<file path="config.mk">
export PLATFORM = sky130hd
export DESIGN_NAME = hash_range_bucket_mask_unit
export DESIGN_NICKNAME = d
export VERILOG_FILES = /design/src/hrbm_pkg.sv /design/src/hrbm_front.sv /design/src/hrbm_div.sv /design/src/hrbm_mask.sv /design/src/hash_range_bucket_mask_unit.sv
export SDC_FILE = /design/constraint.sdc
export NUM_CORES = 1
export LEC_CHECK = 0
export ABC_AREA = 0
export BUFFER_PORTS_ARGS = -buffer_cell sky130_fd_sc_hd__buf_2
export CAP_MARGIN = 0
export CORE_UTILIZATION = 25
export CTS_CLUSTER_SIZE = 30
export DETAILED_ROUTE_END_ITERATION = 6
export GPL_ROUTABILITY_DRIVEN = 0
export SYNTH_ARGS = -nofsm -noshare
export SYNTH_HDL_FRONTEND = slang
export SYNTH_SLANG_ARGS = --single-unit
</file>
<file path="constraint.sdc">
create_clock -name clk -period 16.15 [get_ports clk]
set_input_delay 2.4225 -clock clk [delete_from_list [all_inputs] [get_ports clk]]
set_output_delay 2.4225 -clock clk [all_outputs]
set_load 0.05 [all_outputs]
</file>
<file path="src/hrbm_pkg.sv">
// Hash range bucket mask: shared types, constants and the divider step.
// Used by every module of hash_range_bucket_mask_unit; depends on nothing.
package hrbm_pkg;

  localparam int KEY_BITS        = 16;
  localparam int MASK_BITS       = 64;
  localparam int QUOT_BITS       = $clog2(MASK_BITS);
  localparam int QUOT_IDX_BITS   = $clog2(QUOT_BITS);
  localparam int WIDTH_BITS      = KEY_BITS - QUOT_BITS + 1;
  localparam int STEPS_PER_STAGE = 2;
  localparam int DIV_STAGES      = QUOT_BITS / STEPS_PER_STAGE;
  localparam int LATENCY         = DIV_STAGES + 3;
  localparam int CFG_INDEX_BITS  = 1;

  typedef logic [KEY_BITS-1:0]   key_t;
  typedef logic [WIDTH_BITS-1:0] width_t;
  typedef logic [QUOT_BITS-1:0]  quot_t;
  typedef logic [MASK_BITS-1:0]  mask_t;

  typedef enum logic [CFG_INDEX_BITS-1:0] {
    REG_PARTITION_LOW  = 1'b0,
    REG_PARTITION_HIGH = 1'b1
  } cfg_reg_t;

  typedef enum logic {
    ACT_POINT  = 1'b0,
    ACT_REGION = 1'b1
  } action_t;

  typedef struct packed {
    logic valid;
    logic hit;
    key_t off_lo;
    key_t off_hi;
  } front_t;

  typedef struct packed {
    key_t  rem;
    quot_t q;
  } divq_t;

  typedef struct packed {
    logic  valid;
    logic  hit;
    quot_t q_lo;
    quot_t q_hi;
  } bucket_t;

  // One restoring division step for quotient bit pos.
  function automatic divq_t div_step(divq_t d, width_t w, int unsigned pos);
    key_t  dsr;
    divq_t r;
    r   = d;
    dsr = key_t'(w) << pos;
    if (d.rem >= dsr) begin
      r.rem = d.rem - dsr;
      r.q[pos[QUOT_IDX_BITS-1:0]] = 1'b1;
    end
    return r;
  endfunction

endpackage

</file>
<file path="src/hrbm_front.sv">
// Hash range bucket mask: partition registers, bucket width, input register
// and clipping stage. Depends on hrbm_pkg.
module hrbm_front (
  input  logic                               clk,
  input  logic                               rst,
  input  logic                               cfg_write,
  input  logic [hrbm_pkg::CFG_INDEX_BITS-1:0] cfg_index,
  input  hrbm_pkg::key_t                     cfg_data,
  input  logic                               take,
  input  logic                               action,
  input  hrbm_pkg::key_t                     key_low,
  input  hrbm_pkg::key_t                     key_high,
  output hrbm_pkg::width_t                   width,
  output hrbm_pkg::front_t                   front
);

  hrbm_pkg::key_t partition_low;
  hrbm_pkg::key_t partition_high;
  logic           part_empty;

  logic           s0_valid;
  logic           s0_action;
  hrbm_pkg::key_t s0_klo;
  hrbm_pkg::key_t s0_khi;

  logic [hrbm_pkg::KEY_BITS:0] range;
  hrbm_pkg::key_t              from_key;
  hrbm_pkg::key_t              to_key;
  hrbm_pkg::front_t            front_next;

  always_ff @(posedge clk) begin
    if (rst) begin
      partition_low  <= '0;
      partition_high <= '1;
    end else if (cfg_write) begin
      unique case (hrbm_pkg::cfg_reg_t'(cfg_index))
        hrbm_pkg::REG_PARTITION_LOW:  partition_low  <= cfg_data;
        hrbm_pkg::REG_PARTITION_HIGH: partition_high <= cfg_data;
      endcase
    end
  end

  // width = ceil(range / MASK_BITS)
  assign range = {1'b0, partition_high} - {1'b0, partition_low} + 1'b1;

  always_ff @(posedge clk) begin
    part_empty <= partition_high < partition_low;
    width      <= hrbm_pkg::width_t'(range[hrbm_pkg::KEY_BITS:hrbm_pkg::QUOT_BITS])
                + hrbm_pkg::width_t'(|range[hrbm_pkg::QUOT_BITS-1:0]);
  end

  always_ff @(posedge clk) begin
    if (rst) begin
      s0_valid <= 1'b0;
    end else begin
      s0_valid <= take;
    end
    if (take) begin
      s0_action <= action;
      s0_klo    <= key_low;
      s0_khi    <= key_high;
    end
  end

  always_comb begin
    from_key         = (s0_klo > partition_low) ? s0_klo : partition_low;
    to_key           = (s0_khi < partition_high) ? s0_khi : partition_high;
    front_next.valid = s0_valid;
    if (hrbm_pkg::action_t'(s0_action) == hrbm_pkg::ACT_POINT) begin
      front_next.hit    = !part_empty && s0_klo >= partition_low
                          && s0_klo <= partition_high;
      front_next.off_lo = s0_klo - partition_low;
      front_next.off_hi = s0_klo - partition_low;
    end else begin
      front_next.hit    = !part_empty && from_key <= to_key;
      front_next.off_lo = from_key - partition_low;
      front_next.off_hi = to_key - partition_low;
    end
  end

  always_ff @(posedge clk) begin
    if (rst) begin
      front.valid <= 1'b0;
    end else begin
      front.valid <= front_next.valid;
    end
    front.hit    <= front_next.hit;
    front.off_lo <= front_next.off_lo;
    front.off_hi <= front_next.off_hi;
  end

endmodule

</file>
<file path="src/hrbm_div.sv">
// Hash range bucket mask: pipelined restoring divider, two lanes (clipped
// start and end offset by bucket width). Depends on hrbm_pkg.
module hrbm_div (
  input  logic              clk,
  input  logic              rst,
  input  hrbm_pkg::width_t  width,
  input  hrbm_pkg::front_t  front,
  output hrbm_pkg::bucket_t bucket
);

  localparam int Last = hrbm_pkg::DIV_STAGES - 1;

  logic            stage_valid [hrbm_pkg::DIV_STAGES];
  logic            stage_hit   [hrbm_pkg::DIV_STAGES];
  hrbm_pkg::divq_t lo_d        [hrbm_pkg::DIV_STAGES];
  hrbm_pkg::divq_t hi_d        [hrbm_pkg::DIV_STAGES];

  for (genvar s = 0; s < hrbm_pkg::DIV_STAGES; s++) begin : g_stage
    logic            valid_in;
    logic            hit_in;
    hrbm_pkg::divq_t lo_in;
    hrbm_pkg::divq_t hi_in;
    hrbm_pkg::divq_t lo_n;
    hrbm_pkg::divq_t hi_n;

    if (s == 0) begin : g_first
      assign valid_in = front.valid;
      assign hit_in   = front.hit;
      assign lo_in    = '{rem: front.off_lo, q: '0};
      assign hi_in    = '{rem: front.off_hi, q: '0};
    end else begin : g_next
      assign valid_in = stage_valid[s-1];
      assign hit_in   = stage_hit[s-1];
      assign lo_in    = lo_d[s-1];
      assign hi_in    = hi_d[s-1];
    end

    always_comb begin
      lo_n = lo_in;
      hi_n = hi_in;
      for (int j = 0; j < hrbm_pkg::STEPS_PER_STAGE; j++) begin
        lo_n = hrbm_pkg::div_step(lo_n, width,
                 hrbm_pkg::QUOT_BITS - 1 - s * hrbm_pkg::STEPS_PER_STAGE - j);
        hi_n = hrbm_pkg::div_step(hi_n, width,
                 hrbm_pkg::QUOT_BITS - 1 - s * hrbm_pkg::STEPS_PER_STAGE - j);
      end
    end

    always_ff @(posedge clk) begin
      if (rst) begin
        stage_valid[s] <= 1'b0;
      end else begin
        stage_valid[s] <= valid_in;
      end
      stage_hit[s] <= hit_in;
      lo_d[s]      <= lo_n;
      hi_d[s]      <= hi_n;
    end
  end

  assign bucket.valid = stage_valid[Last];
  assign bucket.hit   = stage_hit[Last];
  assign bucket.q_lo  = lo_d[Last].q;
  assign bucket.q_hi  = hi_d[Last].q;

`ifndef SYNTHESIS
  a_bucket_order: assert property (@(posedge clk) disable iff (rst)
    bucket.valid && bucket.hit |-> bucket.q_lo <= bucket.q_hi)
    else $error("low bucket above high bucket");
`endif

endmodule

</file>
<file path="src/hrbm_mask.sv">
// Hash range bucket mask: builds the bucket mask and drives the result
// register and strobe. Depends on hrbm_pkg.
module hrbm_mask (
  input  logic              clk,
  input  logic              rst,
  input  hrbm_pkg::bucket_t bucket,
  output logic              done,
  output hrbm_pkg::mask_t   bucket_mask
);

  hrbm_pkg::mask_t lo_part;
  hrbm_pkg::mask_t hi_part;
  hrbm_pkg::mask_t bucket_mask_next;

  always_comb begin
    lo_part = {hrbm_pkg::MASK_BITS{1'b1}} << bucket.q_lo;
    hi_part = {hrbm_pkg::MASK_BITS{1'b1}}
              >> (hrbm_pkg::quot_t'(hrbm_pkg::MASK_BITS - 1) - bucket.q_hi);
    bucket_mask_next = bucket.hit ? (lo_part & hi_part) : '0;
  end

  always_ff @(posedge clk) begin
    if (rst) begin
      done <= 1'b0;
    end else begin
      done <= bucket.valid;
    end
    bucket_mask <= bucket_mask_next;
  end

endmodule

</file>
<file path="src/hash_range_bucket_mask_unit.sv">
// Hash range bucket mask: top level.
// Depends on hrbm_pkg, hrbm_front, hrbm_div and hrbm_mask.
//
// Usage:
//   Config: write partition_low (index 0) or partition_high (index 1) with
//   cfg_valid; cfg_ready is always high. Write only while no item is in
//   flight.
//   Input: an item (action, key_low, key_high) is taken on any edge with
//   start high and busy low; busy is always low, so one item per cycle.
//   Output: done rises together with the result, which is taken while done
//   is high; it passes through the input register, clip stage, three divider
//   stages of two quotient bits each and result register. Results come in input order.
//   Throughput is one item per clock; the divider is fully pipelined.
//   Reset (rst, synchronous): partition 0..65535, pipeline emptied, no
//   results pending. The receiver cannot stall; results are not held.
module hash_range_bucket_mask_unit (
  input  logic                                clk,
  input  logic                                rst,
  input  logic                                cfg_valid,
  output logic                                cfg_ready,
  input  logic [hrbm_pkg::CFG_INDEX_BITS-1:0] cfg_index,
  input  logic [hrbm_pkg::KEY_BITS-1:0]       cfg_data,
  input  logic                                start,
  output logic                                busy,
  input  logic                                action,
  input  logic [hrbm_pkg::KEY_BITS-1:0]       key_low,
  input  logic [hrbm_pkg::KEY_BITS-1:0]       key_high,
  output logic                                done,
  output logic [hrbm_pkg::MASK_BITS-1:0]      bucket_mask
);

  hrbm_pkg::width_t  width;
  hrbm_pkg::front_t  front;
  hrbm_pkg::bucket_t bucket;
  logic              take;

  assign cfg_ready = 1'b1;
  assign busy      = 1'b0;
  assign take      = start && !busy;

  hrbm_front u_front (
    .clk       (clk),
    .rst       (rst),
    .cfg_write (cfg_valid && cfg_ready),
    .cfg_index (cfg_index),
    .cfg_data  (cfg_data),
    .take      (take),
    .action    (action),
    .key_low   (key_low),
    .key_high  (key_high),
    .width     (width),
    .front     (front)
  );

  hrbm_div u_div (
    .clk    (clk),
    .rst    (rst),
    .width  (width),
    .front  (front),
    .bucket (bucket)
  );

  hrbm_mask u_mask (
    .clk         (clk),
    .rst         (rst),
    .bucket      (bucket),
    .done        (done),
    .bucket_mask (bucket_mask)
  );

`ifndef SYNTHESIS
  a_latency: assert property (@(posedge clk) disable iff (rst)
    take |-> ##(hrbm_pkg::LATENCY) done)
    else $error("item did not produce a result on time");
  a_no_spurious: assert property (@(posedge clk) disable iff (rst)
    done |-> $past(take, hrbm_pkg::LATENCY))
    else $error("result without an accepted item");
`endif

endmodule

</file>
==> results.md <==
- Antenna viol nets, final: 0
- Unrepaired setup endpoints after global routing: no
- Fin Clk Skew: 0.0162 ns
- Synth warnings: 0
- 1st-iter DRT viols: 1,266
- Setup Buffers After CTS: 0
- Maximum clock path buffer count: 3
- Root Buffer: clkbuf_16
- Pin count of the biggest net entering global routing: 51
- Hold Path Origin: u_div.hi_d[0][26]
- Worst Path Arrival: 6.41 ns
- Met2 Use GR: 0.200
- Slew @ Worst Pin: 1.03 ns
- Largest family of logic cells by synthesized area: compound AO/OA/AOI/OAI gates
- Initial core utilization: 0.254
- Post-synth EDFFs: 33
- WL/cell: 14.6 um
- Num Clock Sinks: 271
- Total CTS buffers: 28
- Compound-Gate Fraction of Synth Area: 0.208
- Placement Setup Slack: 10.27 ns
- Clock transition at path regs: 0.07 ns
- Simple logic cell fraction of the synthesized area: 0.152
- Flops & latches, synth: 271
- Total Routed Length: 49,200 um
- # diodes: 0
- Post-Synth Adder-Cell Area: 0.190
- # Max-Cap Violations: 0
- Busiest grt layer: met2
- H-tree levels: 1
- Ys async rst share: 0
- Most frequent cells in the layout: ha_1 (260), dfxtp_1 (238), nand2_1 (192)
- CP Launch Type: flip-flop
- Post-synthesis mux area share: 0.0478
- CP Data Required Time: 16.60 ns
- Vias: 16,004
- Worst slew margin: 0.313
- Hold Crit Class: flip-flop to flip-flop
- Register area: 0.00576 mm2
- Final nets: 2,644
- Worst-Skew Late Latency: 0.56 ns
- DRC viols: 0
- Max Freq: 0.168 GHz
- Initial antenna violation count: 0
- Top-Level Pins: 121
- CORE AREA: 0.0762 mm2
- Die Y: 280 um
- Synth Instances: 2,216
- Part of the Yosys area used for sequential elements: 0.298
- Crit end category: flip-flop
- Final WS setup: 10.19 ns
- # port buffers: 118
- Worst r2r path cells: 18
- Final setup vio count: 0
- Vias in the first global route: 15,364
- Hold Path Sink: u_div.hi_d[0][48]
- Most common cell after layout, fill and taps aside: ha_1
- Syn avg cell area: 8.72 um2
- Area of the multi-input gates: 0.0128 mm2
- Period Utilization, post-route: 0.369
- HPWL Detailed: 38,800 um
- Post-Syn Area: 0.0193 mm2
- # rows: 101
- GR Util met1: 0.171
- Setup tns final: 0 ns
- Util after Layout: 0.288
- Slew Limit Fails: 0
- Outcome: completed
- Die X-Extent: 280 um
- Die area: 0.0784 mm2
- Syn nets: 2,551
- Met3 Track Usage GR: 0.0153
- Post-cts hold buffer count: 0
- Final Hold Viols: 0
- Top FF cell, synth: dfxtp_1
- Worst-path fanout max: 18
- Post-synth cell types: 74
- GRT overflow: 0
- DRT Pass-1 Iters: 6
- Worst reg2reg path endpoint: u_div.lo_d[0][11]
- Cells on Worst Hold Path: 0
- CTS tree: built
- First-pass GRT wire length: 79,400 um
- R2r startpoint: u_front.width[4]
- Post-DR vias/cell: 4.76
- CTS resizes: 0
- Fill cell count: 8,061
- Synth Area in XOR/XNOR: 0.0616
- Fraction of layout cells with a size suffix above 1: 0.115
- Syn-to-layout area delta: 13.6%
- Period minus WS final: 5.96 ns
- R2R Setup Slk: 10.19 ns
- Total GRT Usage: 0.123
- Setup Crit Path Kind: flip-flop to flip-flop
==> per-stage QoR <==
stage / cell area (um2) / hold WS (ns) / std cells
final: 22000 / 0.324 / 3361
after global routing: 22000 / 0.331 / 3361
after CTS: 22000 / 0.326 / 3361
after detailed placement: 21000 / 0.312 / 3309
after global placement: 21000 / 0.310 / 3309
after floorplan: 19300 / 0.310 / 2216
==> state kept, by name, indices dropped and copies added, names as in the netlist <==
name and flops:
u_front.partition_high 16, u_mask.bucket_mask 64, u_div.stage_hit 3, u_front.s0_khi 16, u_div.hi_d 44, u_front.partition_low 16
u_front.s0_action 1, u_front.front 34, u_front.s0_valid 1, u_front.width 11, u_front.s0_klo 16, u_div.stage_valid 3
u_div.lo_d 44, u_mask.done 1, u_front.part_empty 1
==> critical path, stage by stage, from the launching register on <==
cell and delay [ns]:
dfxtp_1 0.29, inv_1 0.47, ha_1 0.41, a21o_1 0.18, a21o_1 0.17, a211oi_1 0.44
o211ai_1 0.19, a21oi_2 0.64, o21ai_0 0.36, fa_1 0.51, a21o_1 0.17, a21oi_1 0.21
nor2b_1 0.07, o21a_1 0.20, o211ai_1 0.23, o22ai_1 0.14, nor3_1 0.38, nand2_1 0.41
mux2_2 0.40
==> layer usage <==
layer,vias up,wire length (um)
met1,7306,24500
met5,-,0
met3,77,2370
li1,8190,-
met4,0,1170
met2,431,21200
==> layout make-up <==
type | instances | share of cell area
multi-input combinational | 1733 | 0.581
sequential | 271 | 0.262
tap | 1030 | 0.0587
clock buffer | 36 | 0.0342
timing repair buffer | 128 | 0.0303
inverter | 147 | 0.0251
clock inverter | 16 | 0.00872
==> how the worst max path moves through the flow <==
stage / slack (ns) / from / cells after the start / to
after floorplan: 10.86 / u_front.width[1] / 21 / u_div.hi_d[0][12]
after global placement: 10.44 / u_front.width[4] / 18 / u_div.lo_d[0][11]
after detailed placement: 10.27 / u_front.width[4] / 18 / u_div.lo_d[0][11]
after CTS: 10.22 / u_front.width[4] / 18 / u_div.lo_d[0][11]
after global routing: 9.72 / u_front.width[4] / 18 / u_div.lo_d[0][14]
final: 10.19 / u_front.width[4] / 18 / u_div.lo_d[0][11]
==> kinds of logic after synthesis <==
logic type,after synthesis
XOR/XNOR,136
AO/OA/AOI/OAI,621
buffers and inverters,212
flip-flops,271
adder cells (fa/ha/maj),281
multiplexers,81
AND/OR/NAND/NOR,612
other,2
==> cells in the mapped netlist, drive strengths merged (14+ instances only) <==
cell,instances,area share
nand4,25,0.0081
nor3,59,0.015
fa,21,0.022
mux2,67,0.041
a211o,18,0.0082
inv,147,0.029
nand3,26,0.0067
a31oi,19,0.0061
o21bai,14,0.0054
clkbuf,52,0.010
ha,260,0.17
mux2i,14,0.0073
and3,34,0.011
o21a,40,0.016
dfxtp,238,0.25
a211oi,42,0.016
nand2,192,0.037
nand2b,27,0.0087
nor2,139,0.027
o21ai,151,0.039
nor2b,45,0.015
edfxtp,33,0.051
a21o,66,0.026
or3,20,0.0065
xor2,41,0.019
xnor2,95,0.043
a21oi,165,0.043
Power is not shown: default switching activity piles up to over one toggle a cycle in this logic, so the estimate is an artifact.
